===== config.mk =====
export PLATFORM = sky130hd
export DESIGN_NAME = set_symmetric_difference
export DESIGN_NICKNAME = d
export VERILOG_FILES = /design/src/ssd_pkg.sv /design/src/set_symmetric_difference.sv /design/src/ssd_ram.sv /design/src/ssd_core.sv /design/src/ssd_out.sv
export SDC_FILE = /design/constraint.sdc
export NUM_CORES = 2
export LEC_CHECK = 0
export ABC_AREA = 0
export BUFFER_PORTS_ARGS = -buffer_cell sky130_fd_sc_hd__buf_2
export CAP_MARGIN = 15
export CORE_UTILIZATION = 35
export DETAILED_ROUTE_END_ITERATION = 12
export GPL_TIMING_DRIVEN = 1
export PLACE_DENSITY = 0.49
export SKIP_LAST_GASP = 1
export SYNTH_ARGS = -nofsm -noshare
export SYNTH_HDL_FRONTEND = slang
export SYNTH_HIERARCHICAL = 1
export SYNTH_SLANG_ARGS = --single-unit

===== constraint.sdc =====
create_clock -name aclk -period 5.9 [get_ports aclk]
set_input_delay 0.885 -clock aclk [delete_from_list [all_inputs] [get_ports aclk]]
set_output_delay 0.885 -clock aclk [all_outputs]
set_load 0.005 [all_outputs]

===== src/ssd_pkg.sv =====
// Shared types, codes and constants of the symmetric difference block.
// Used by every module under src; depends on nothing.
package ssd_pkg;

    localparam int KEY_W          = 32;
    localparam int LIST_DEPTH_DEF = 16;
    localparam int CMD_W          = 2;
    localparam int FLAG_W         = 2;

    typedef enum logic [CMD_W-1:0] {
        CMD_LOAD_A  = 2'd0,
        CMD_LOAD_B  = 2'd1,
        CMD_COMPUTE = 2'd2,
        CMD_CLEAR   = 2'd3
    } cmd_t;

    // Bit positions of the flags in the result tuser.
    localparam int FLAG_EMPTY = 0;
    localparam int FLAG_OVF   = 1;

    typedef struct packed {
        logic [KEY_W-1:0] key;
        logic             last;
        logic             empty;
        logic             ovf;
    } res_t;

    typedef struct packed {
        logic valid;
        res_t res;
    } res_req_t;

    function automatic int addr_w(input int depth);
        return (depth > 1) ? $clog2(depth) : 1;
    endfunction

endpackage


===== src/set_symmetric_difference.sv =====
// Top level of the symmetric difference block: stream ports around the core.
// Depends on ssd_pkg, ssd_core and ssd_out.
//
//   Channel | Direction | Words carried
//   s_axis  | in        | load A, load B, compute, clear commands with a key
//   m_axis  | out       | keys of the difference, tlast on the final one
//
// Load and clear words are accepted back to back.
// A compute word fetches each candidate (CFETCH, CLOAD), probes the other list and then
// its own earlier entries (SADDR, SCMP per probe, SADDR to end a phase) and emits a survivor;
// each list end passes CFETCH, the final word FINISH, and s_axis_tready stays low until then.
// Reset is synchronous and clears counts and flags.
// A stalled m_axis holds the sequencer at its next result word.
module set_symmetric_difference #(
    parameter int LIST_DEPTH = ssd_pkg::LIST_DEPTH_DEF
) (
    input  logic                       aclk,
    input  logic                       aresetn,
    input  logic                       s_axis_tvalid,
    output logic                       s_axis_tready,
    input  logic [ssd_pkg::KEY_W-1:0]  s_axis_tdata,   // key_in
    input  logic [ssd_pkg::CMD_W-1:0]  s_axis_tuser,   // command
    output logic                       m_axis_tvalid,
    input  logic                       m_axis_tready,
    output logic [ssd_pkg::KEY_W-1:0]  m_axis_tdata,   // key_out
    output logic                       m_axis_tlast,
    output logic [ssd_pkg::FLAG_W-1:0] m_axis_tuser    // empty_res, overflowed
);

    ssd_pkg::res_req_t res_req;
    ssd_pkg::res_t     m_res;
    logic              res_ready;

    ssd_core #(.LIST_DEPTH(LIST_DEPTH)) u_core (
        .aclk      (aclk),
        .aresetn   (aresetn),
        .s_valid   (s_axis_tvalid),
        .s_ready   (s_axis_tready),
        .s_cmd     (ssd_pkg::cmd_t'(s_axis_tuser)),
        .s_key     (s_axis_tdata),
        .res_o     (res_req),
        .res_ready (res_ready)
    );

    ssd_out u_out (
        .aclk      (aclk),
        .aresetn   (aresetn),
        .res_i     (res_req),
        .res_ready (res_ready),
        .m_valid   (m_axis_tvalid),
        .m_ready   (m_axis_tready),
        .m_res     (m_res)
    );

    assign m_axis_tdata                      = m_res.key;
    assign m_axis_tlast                      = m_res.last;
    assign m_axis_tuser[ssd_pkg::FLAG_EMPTY] = m_res.empty;
    assign m_axis_tuser[ssd_pkg::FLAG_OVF]   = m_res.ovf;

endmodule


===== src/ssd_ram.sv =====
// Generic single-write, single-read RAM with a registered read port.
// Depends on ssd_pkg for the address width helper.
module ssd_ram #(
    parameter int WIDTH = ssd_pkg::KEY_W,
    parameter int DEPTH = ssd_pkg::LIST_DEPTH_DEF
) (
    input  logic                                aclk,
    input  logic                                we,
    input  logic [ssd_pkg::addr_w(DEPTH)-1:0]   waddr,
    input  logic [WIDTH-1:0]                    wdata,
    input  logic [ssd_pkg::addr_w(DEPTH)-1:0]   raddr,
    output logic [WIDTH-1:0]                    rdata
);

    logic [WIDTH-1:0] mem [DEPTH];

    always_ff @(posedge aclk) begin
        if (we) begin
            mem[waddr] <= wdata;
        end
        rdata <= mem[raddr];
    end

endmodule


===== src/ssd_core.sv =====
// Command decoder, list stores and the compare sequencer of the block.
// Depends on ssd_pkg and ssd_ram.
module ssd_core #(
    parameter int LIST_DEPTH = ssd_pkg::LIST_DEPTH_DEF
) (
    input  logic                      aclk,
    input  logic                      aresetn,
    input  logic                      s_valid,
    output logic                      s_ready,
    input  ssd_pkg::cmd_t             s_cmd,
    input  logic [ssd_pkg::KEY_W-1:0] s_key,
    output ssd_pkg::res_req_t         res_o,
    input  logic                      res_ready
);

    localparam int CW = $clog2(LIST_DEPTH + 1);
    localparam int AW = ssd_pkg::addr_w(LIST_DEPTH);

    typedef enum logic [6:0] {
        ST_IDLE   = 7'b0000001,
        ST_CFETCH = 7'b0000010,
        ST_CLOAD  = 7'b0000100,
        ST_SADDR  = 7'b0001000,
        ST_SCMP   = 7'b0010000,
        ST_EMIT   = 7'b0100000,
        ST_FINISH = 7'b1000000
    } state_t;

    state_t                    state_reg, state_next;
    logic [CW-1:0]             cnt_a_reg, cnt_a_next;
    logic [CW-1:0]             cnt_b_reg, cnt_b_next;
    logic                      ovf_reg, ovf_next;
    logic                      pass_reg, pass_next;
    logic                      ph_reg, ph_next;
    logic                      sel_reg, sel_next;
    logic [CW-1:0]             i_reg, i_next;
    logic [CW-1:0]             j_reg, j_next;
    logic [ssd_pkg::KEY_W-1:0] cand_reg, cand_next;
    logic [ssd_pkg::KEY_W-1:0] pend_reg, pend_next;
    logic                      pend_vld_reg, pend_vld_next;

    logic                      we_a, we_b;
    logic [AW-1:0]             raddr;
    logic [ssd_pkg::KEY_W-1:0] rd_a, rd_b, rdata;
    logic [CW-1:0]             cnt_own, cnt_other, limit;
    logic                      hit;

    ssd_ram #(.WIDTH(ssd_pkg::KEY_W), .DEPTH(LIST_DEPTH)) u_ram_a (
        .aclk  (aclk),
        .we    (we_a),
        .waddr (cnt_a_reg[AW-1:0]),
        .wdata (s_key),
        .raddr (raddr),
        .rdata (rd_a)
    );

    ssd_ram #(.WIDTH(ssd_pkg::KEY_W), .DEPTH(LIST_DEPTH)) u_ram_b (
        .aclk  (aclk),
        .we    (we_b),
        .waddr (cnt_b_reg[AW-1:0]),
        .wdata (s_key),
        .raddr (raddr),
        .rdata (rd_b)
    );

    assign rdata     = sel_reg ? rd_b : rd_a;
    assign cnt_own   = pass_reg ? cnt_b_reg : cnt_a_reg;
    assign cnt_other = pass_reg ? cnt_a_reg : cnt_b_reg;
    assign limit     = ph_reg ? i_reg : cnt_other;
    assign raddr     = (state_reg == ST_CFETCH) ? i_reg[AW-1:0] : j_reg[AW-1:0];
    assign hit       = (rdata == cand_reg);
    assign s_ready   = (state_reg == ST_IDLE);

    // A candidate survives when it is absent from the other list and from the earlier
    // entries of its own list; an earlier equal entry has already been emitted.
    always_comb begin
        state_next    = state_reg;
        cnt_a_next    = cnt_a_reg;
        cnt_b_next    = cnt_b_reg;
        ovf_next      = ovf_reg;
        pass_next     = pass_reg;
        ph_next       = ph_reg;
        sel_next      = sel_reg;
        i_next        = i_reg;
        j_next        = j_reg;
        cand_next     = cand_reg;
        pend_next     = pend_reg;
        pend_vld_next = pend_vld_reg;
        we_a          = 1'b0;
        we_b          = 1'b0;
        res_o         = '0;
        res_o.res.ovf = ovf_reg;

        unique case (state_reg)
            ST_IDLE: begin
                if (s_valid) begin
                    unique case (s_cmd)
                        ssd_pkg::CMD_LOAD_A: begin
                            if (cnt_a_reg < CW'(LIST_DEPTH)) begin
                                we_a       = 1'b1;
                                cnt_a_next = cnt_a_reg + CW'(1);
                            end else begin
                                ovf_next = 1'b1;
                            end
                        end
                        ssd_pkg::CMD_LOAD_B: begin
                            if (cnt_b_reg < CW'(LIST_DEPTH)) begin
                                we_b       = 1'b1;
                                cnt_b_next = cnt_b_reg + CW'(1);
                            end else begin
                                ovf_next = 1'b1;
                            end
                        end
                        ssd_pkg::CMD_COMPUTE: begin
                            pass_next     = 1'b0;
                            i_next        = '0;
                            pend_vld_next = 1'b0;
                            state_next    = ST_CFETCH;
                        end
                        ssd_pkg::CMD_CLEAR: begin
                            cnt_a_next = '0;
                            cnt_b_next = '0;
                            ovf_next   = 1'b0;
                        end
                        default: begin
                            state_next = ST_IDLE;
                        end
                    endcase
                end
            end
            ST_CFETCH: begin
                if (i_reg >= cnt_own) begin
                    if (!pass_reg) begin
                        pass_next = 1'b1;
                        i_next    = '0;
                    end else begin
                        state_next = ST_FINISH;
                    end
                end else begin
                    sel_next   = pass_reg;
                    state_next = ST_CLOAD;
                end
            end
            ST_CLOAD: begin
                cand_next  = rdata;
                j_next     = '0;
                ph_next    = 1'b0;
                state_next = ST_SADDR;
            end
            ST_SADDR: begin
                if (j_reg >= limit) begin
                    if (!ph_reg) begin
                        ph_next = 1'b1;
                        j_next  = '0;
                    end else begin
                        state_next = ST_EMIT;
                    end
                end else begin
                    sel_next   = ph_reg ? pass_reg : ~pass_reg;
                    state_next = ST_SCMP;
                end
            end
            ST_SCMP: begin
                if (hit) begin
                    i_next     = i_reg + CW'(1);
                    state_next = ST_CFETCH;
                end else begin
                    j_next     = j_reg + CW'(1);
                    state_next = ST_SADDR;
                end
            end
            ST_EMIT: begin
                res_o.valid   = pend_vld_reg;
                res_o.res.key = pend_reg;
                if (res_ready) begin
                    pend_next     = cand_reg;
                    pend_vld_next = 1'b1;
                    i_next        = i_reg + CW'(1);
                    state_next    = ST_CFETCH;
                end
            end
            ST_FINISH: begin
                res_o.valid     = 1'b1;
                res_o.res.key   = pend_vld_reg ? pend_reg : '0;
                res_o.res.last  = 1'b1;
                res_o.res.empty = ~pend_vld_reg;
                if (res_ready) begin
                    state_next = ST_IDLE;
                end
            end
            default: begin
                state_next = ST_IDLE;
            end
        endcase
    end

    always_ff @(posedge aclk) begin
        if (!aresetn) begin
            state_reg    <= ST_IDLE;
            cnt_a_reg    <= '0;
            cnt_b_reg    <= '0;
            ovf_reg      <= 1'b0;
            pend_vld_reg <= 1'b0;
        end else begin
            state_reg    <= state_next;
            cnt_a_reg    <= cnt_a_next;
            cnt_b_reg    <= cnt_b_next;
            ovf_reg      <= ovf_next;
            pend_vld_reg <= pend_vld_next;
        end
    end

    always_ff @(posedge aclk) begin
        pass_reg <= pass_next;
        ph_reg   <= ph_next;
        sel_reg  <= sel_next;
        i_reg    <= i_next;
        j_reg    <= j_next;
        cand_reg <= cand_next;
        pend_reg <= pend_next;
    end

endmodule


===== src/ssd_out.sv =====
// Output register stage that holds one result word until the sink takes it.
// Depends on ssd_pkg for the result types.
module ssd_out (
    input  logic              aclk,
    input  logic              aresetn,
    input  ssd_pkg::res_req_t res_i,
    output logic              res_ready,
    output logic              m_valid,
    input  logic              m_ready,
    output ssd_pkg::res_t     m_res
);

    logic          valid_reg, valid_next;
    ssd_pkg::res_t res_reg, res_next;

    assign res_ready = !valid_reg || m_ready;
    assign m_valid   = valid_reg;
    assign m_res     = res_reg;

    always_comb begin
        valid_next = valid_reg;
        res_next   = res_reg;
        if (res_ready) begin
            valid_next = res_i.valid;
            if (res_i.valid) begin
                res_next = res_i.res;
            end
        end
    end

    always_ff @(posedge aclk) begin
        if (!aresetn) begin
            valid_reg <= 1'b0;
        end else begin
            valid_reg <= valid_next;
        end
    end

    always_ff @(posedge aclk) begin
        res_reg <= res_next;
    end

endmodule


======== After elaboration in Yosys (flattened, before gate mapping) ========
Memory sizes are Yosys's and may differ from the RTL's. A register that Yosys moved wholly into a read port is not among the register bits.
Index checks and enable logic that the tools add are counted.
storage, ports and cells
  bits in registers ....................... 132
  bits in writable memories ............... 1024
  input port bits ......................... 38
  output and inout bits ................... 37
  logic and storage cells ................. 142
  memories ................................ 2
memories
  memory              depth  width  rd ports  clocked after memory_dff  wr ports  line           text
  u_core.u_ram_a.mem  16     32     1         1                         1         ssd_ram.sv:15  logic [WIDTH-1:0] mem [DEPTH];
  u_core.u_ram_b.mem  16     32     1         1                         1         ssd_ram.sv:15
cells by class
  add/sub/neg operators ................... 4
  magnitude comparators ................... 4
  equality and inequality tests ........... 29
  mux-type cells .......................... 60
  bitwise operators ....................... 2
  reductions and logical operators ........ 24
operators with widths
  operator                                                         number
  5-bit two-way mux                                                14
  33-bit one-hot mux with 2 select lines                           1
  32-bit two-way mux                                               2
  7-bit two-way mux                                                8
  7-bit one-hot mux with 7 select lines                            1
  32-bit == test                                                   1
  1-bit two-way mux                                                22
  2-bit != test, second input constant                             11
  5-bit by 1-bit adder with 5-bit output, second input constant    4
  5-bit one-hot mux with 2 select lines                            2
  5-bit one-hot mux with 4 select lines                            1
  4-bit AND reduction                                              5
  5-bit one-hot mux with 3 select lines                            1
  2-bit nonzero test                                               6
  5-bit greater-or-equal comparator                                2
  5-bit < comparator, second input constant                        2
  2-bit by 1-bit != test with 1-bit output, second input constant  5
  4-bit two-way mux                                                2
  1-bit one-hot mux with 2 select lines                            4
  7-bit by 1-bit == test with 1-bit output, second input constant  1
  7-bit by 2-bit == test with 1-bit output, second input constant  1
  7-bit by 3-bit == test with 1-bit output, second input constant  1
  7-bit by 4-bit == test with 1-bit output, second input constant  1
  7-bit by 5-bit == test with 1-bit output, second input constant  1
  18 further kinds                                                 24

======== Logic depth before layout (Yosys ltp) ========
  word-level depth ........................ 7
  mapped depth ............................ 11
  gate-level depth less buffers ........... 9

======== Cells and area by module ========
The synthesis kept the hierarchy.
modules (own cells, without submodules)
  module    times used  cells an instance  area an instance (um2)  sequential area each (um2)
  ssd_ram   2           838                19835.3                 16015.4
  ssd_core  1           408                4963.5                  2692.6
  ssd_out   1           40                 1108.6                  1071.0

======== Least setup slack after synthesis ========
No wires, ideal clock.
  path kind ............................... input -> register
  from .................................... input port s_axis_tvalid
  to ...................................... memory u_core/u_ram_b/mem[0][0] (netlist name) (enable)
  setup time .............................. 0.461 ns
  arrival time ............................ 4.317 ns
  required time ........................... 5.439 ns
  path slack .............................. 1.122 ns
  stages .................................. 5
  buffers on the path ..................... 0
  cells stage by stage .................... nand4_1 nor3b_2 and2_1 or3b_2 nor3_1
between the ends
  longest elaborated chain between the ends .. 4
RTL lines
  item                                     line                            text
  start: declaration                       set_symmetric_difference.sv:19  input logic s_axis_tvalid,
  1-bit two-way mux                        ssd_core.sv:96                  if (s_valid) begin
  1-bit two-way mux                        ssd_core.sv:94                  unique case (state_reg)
  via u_core.we_b                          ssd_core.sv:42                  logic we_a, we_b;
  1-bit two-way mux                        ssd_ram.sv:18                   if (we) begin
  1-bit two-way mux (not written as such)  ssd_ram.sv:19                   mem[waddr] <= wdata;
  end: declaration                         ssd_ram.sv:15
The timed path passes the listed nets, and every way through them passes these cells.

======== Final worst setup path ========
  from .................................... register u_core.state_reg[4]
  to ...................................... memory u_core/u_ram_a/mem[6][31] (netlist name) (enable)
between the ends
  longest elaborated chain between the ends .. 4
RTL lines
  item                                      line             text
  start: declaration                        ssd_core.sv:29   state_t state_reg, state_next;
  start signal: assignment                  ssd_core.sv:205  state_reg <= state_next;
  7-bit by 1-bit == test with 1-bit output  ssd_core.sv:94
  1-bit two-way mux                         ssd_core.sv:94
  via u_core.we_a                           ssd_core.sv:42
  1-bit two-way mux                         ssd_ram.sv:18
  1-bit two-way mux (not written as such)   ssd_ram.sv:19
  end: declaration                          ssd_ram.sv:15
The timed path passes the listed nets, and every way through them passes these cells.

==> metrics <==
maximum number of pins on one net before global-route repair=86; synthesized-area fraction occupied by and/or/nand/nor cells=2.940%; type of the tightest min-delay check=flip-flop to flip-flop; CTS clock-pin slew for the worst setup and hold paths=0.06 ns; uppermost routed layer=met5; fraction of synthesized area in multiplexers=13.79%; drc violations=0; fraction of final layout cells sized beyond drive strength 1=27.51%; Post-synth EDFFs=1136; remaining antenna violation count=0; worst skew pair latency=0.75 ns; number of clock buffers inserted by TritonCTS=130; Relative slew margins=22.10%; sequential share of power=50.7%; cell area after layout=53050 um^2; count of different cell masters after synthesis=52; proportion of power drawn by combinational gates=8.1%; post-CTS resize count=0; Max Cap Violations=0; data arrival time of the critical path=4.26 ns; overall routing resource usage=17.35%; shortest clock period the worst path allows after layout=3.826 ns; power density over the cells=367.5 nW/um^2; fraction of the mapped netlist area in compound gates=2.620%; flop and latch count out of synthesis=1220; dominant combinational cell family by area after synthesis=multiplexers; initial core utilization=35.28%; CP required=6.34 ns; via count of the first global-routing pass=22191; worst-path maximum fanout=23; WS Path Type=flip-flop to flip-flop; number of nets in the layout=2337; number of buffers on the longest clock path=3; achievable clock frequency=0.2614 GHz; maximum VDD drop=0.2076 mV; first-pass GRT wire length=162900 um; setup TNS after final layout=0 ns; routed length on met2=53220 um; clock tree root driver cell=clkbuf_16; adder-cell share of the synthesized area=0.3829%; Critical Path Start Type=flip-flop; hold worst-path end=u_out/m_res[0]; post-synthesis xor/xnor area fraction=0.8616%; max-slew violation count=0; I/O pin cnt=75; register area share after synthesis=78.25%; Worst Hold Depth=0; worst setup slack for register-to-register paths=2.07 ns; standby leakage power=0.01737 uW; # port buffers=74; full die area=132100 um^2; total vias in the final route=21477; slew at the pin with the worst max-slew slack=1.166 ns; worst flop-to-flop path startpoint=u_core/state_reg[4]; post-CTS setup repair buffer count=0; Clk pwr share=41.2%; Layout Area Growth over Synthesis=15.98%; 1st-iter DRT viols=1860; Reg-to-Reg End=u_core/u_ram_a/mem[6][31]; routed metal-1 wirelength=49950 um; post-synthesis net count=2176; cell count after synthesis=2124; Final Hold Violating Endpoints=0; clock tree from TritonCTS=done; Final GP Congestion=0.7703; internal power=15000 uW; number of setup violations in the final report=0; total number of placement rows=132; post-detailed-placement half-perimeter wirelength=69860 um; Cell Area, Placed=48730 um^2; type of element capturing the critical path=flip-flop; most instantiated flip-flop cell in the synthesis netlist=edfxtp_1; Die W=363.5 um; number of iterations in the first detailed-routing pass=5; hold path start=u_core/ovf_reg; switching power share of the total=23.08%; average wire per cell in the routed design=27.21 um; number of warnings reported in the yosys synthesis log=6; asr flop ratio synth=0%; status=completed; antenna violations before repair=7; die boundary height=363.5 um; unrepaired setup endpoints after global routing=no; CTS H-tree lvls=4; Post-CTS Hold Buffers=0; final WL=112500 um; final critical-path share of the clock period=64.85%; Core ar.=129600 um^2; Switch Pwr=4500 uW; Syn Std Cell Area=45740 um^2; total global routing overflow=0; clock sink count=1220; number of cell instances on the worst register-to-register path=6; final clock skew=0.03164 ns; mean post-synth cell area=21.54 um^2; via density per instance=5.193; routed length on met3=7329 um
## per-layer routing
metal | track usage, % | up-vias
met5 | 0 | -
met1 | 24.03 | 11603
met2 | 27.28 | 619
met4 | 4.617 | 4
li1 | - | 9129
met3 | 4.320 | 122
## cells in the final DEF (no fill, tap or decap), types with 7 or more instances in the layout
cell type,instances
clkbuf_8,11
mux4_2,256
edfxtp_1,1136
nand2b_1,10
nor4_1,7
clkbuf_16,131
inv_1,10
bufinv_16,9
nor2_4,26
nor3_2,8
buf_2,74
clkinv_2,17
a22oi_1,128
mux2i_1,11
ha_1,14
nand3_1,11
mux2_2,17
nor2_1,36
clkinv_1,18
a21oi_1,13
inv_6,7
mux2_4,16
dfxtp_1,84
nand2_1,92
buf_12,16
and2_1,34
clkbuf_1,36
buf_4,32
xor2_1,43
nand4_1,7
## cell usage after synthesis, drive strengths merged (3+ instances only)
cell type / number / area, um^2
nor2b: 8 / 50.05
a22oi: 128 / 960.9
dfxtp: 84 / 1682
nand3: 11 / 55.05
o21ai: 7 / 35.03
edfxtp: 1136 / 34110
nor4: 9 / 62.56
and2: 38 / 240.2
ha: 14 / 175.2
clkbuf: 40 / 150.1
mux2i: 11 / 110.1
nand2b: 11 / 76.32
nor2: 62 / 232.7
mux4: 256 / 5766
nand2: 93 / 349.1
mux2: 33 / 431.7
a21oi: 13 / 65.06
a21o: 3 / 22.52
a211oi: 3 / 22.52
nor3: 13 / 65.06
nand3b: 5 / 37.54
and3b: 3 / 26.28
inv: 10 / 37.54
xor2: 43 / 376.6
nor3b: 3 / 37.54
nand4: 7 / 43.79
buf: 58 / 336.6
## cell families (layout without fill, tap and decap cells)
family                     count (synthesis)  after routing
and+or+nand+nor                          271            271
DFF                                     1220           1220
adders and majority gates                 14             14
other                                      0              2
muxes                                    300            300
AOI/OAI and AO/OA                        165            165
xor gates and xnor gates                  45             45
buffers and inverters                    109            377
## final cells by class
class                           instances  area, um^2
Antenna cell                            2       5.005
Clock buffer                          178        3565
Clock inverter                         61       683.2
Fill cell                           11341       76600
Inverter                               11       41.29
Multi-Input combinational cell        795        9716
Sequential cell                      1220       35790
Tap cell                             1742        2180
Timing Repair Buffer                  127        1069
## worst max-delay path by stage
stage,startpoint,slack [ns],end
finish,u_core/state_reg[4],2.07,u_core/u_ram_a/mem[6][31]
global route,u_core/state_reg[5],1.74,u_core/u_ram_a/rdata[27]
CTS,u_core/state_reg[4],2.06,u_core/u_ram_a/mem[1][31]
detailed placement,s_axis_tuser[1],1.78,u_core/u_ram_a/mem[1][8]
global placement,s_axis_tuser[1],1.75,u_core/u_ram_a/mem[2][21]
floorplan,s_axis_tvalid,1.12,u_core/u_ram_b/mem[0][0]
## critical path, cell delays in order, from the launching register on
cell      delay, ns
dfxtp_1        0.38
nor3_1         0.39
nand4_1        0.33
nor2_1         0.80
nand3b_1       0.48
nor2_4         0.79
buf_4          0.34
## power by group through the flow
stage | clock (uW) | sequential, uW | combinational [uW]
floorplan | 0 | 9940 | 1010
global placement | 0 | 10100 | 1570
detailed placement | 0 | 10100 | 1600
finish | 8040 | 9880 | 1570
CTS | 8270 | 9890 | 1610
global route | 8590 | 9900 | 1720
## metrics by stage
| stage | total power (uW) | hold WS, ns | std cells | worst slack (ns) | util (%) |
|---|---|---|---|---|---|
| 6_report | 19500 | 0.4337 | 4136 | 2.074 | 40.92 |
| 5_1_grt | 20210 | 0.4138 | 4134 | 1.737 | 40.92 |
| 4_1_cts | 19770 | 0.3882 | 4131 | 2.061 | 40.86 |
| 3_5_place_dp | 11670 | 0.4230 | 3892 | 1.776 | 37.59 |
| 3_3_place_gp | 11640 | 0.4207 | 3882 | 1.754 | 37.41 |
| 2_1_floorplan | 10950 | 0.4416 | 2124 | 1.122 | - |
(Power assumes the default switching activity.)
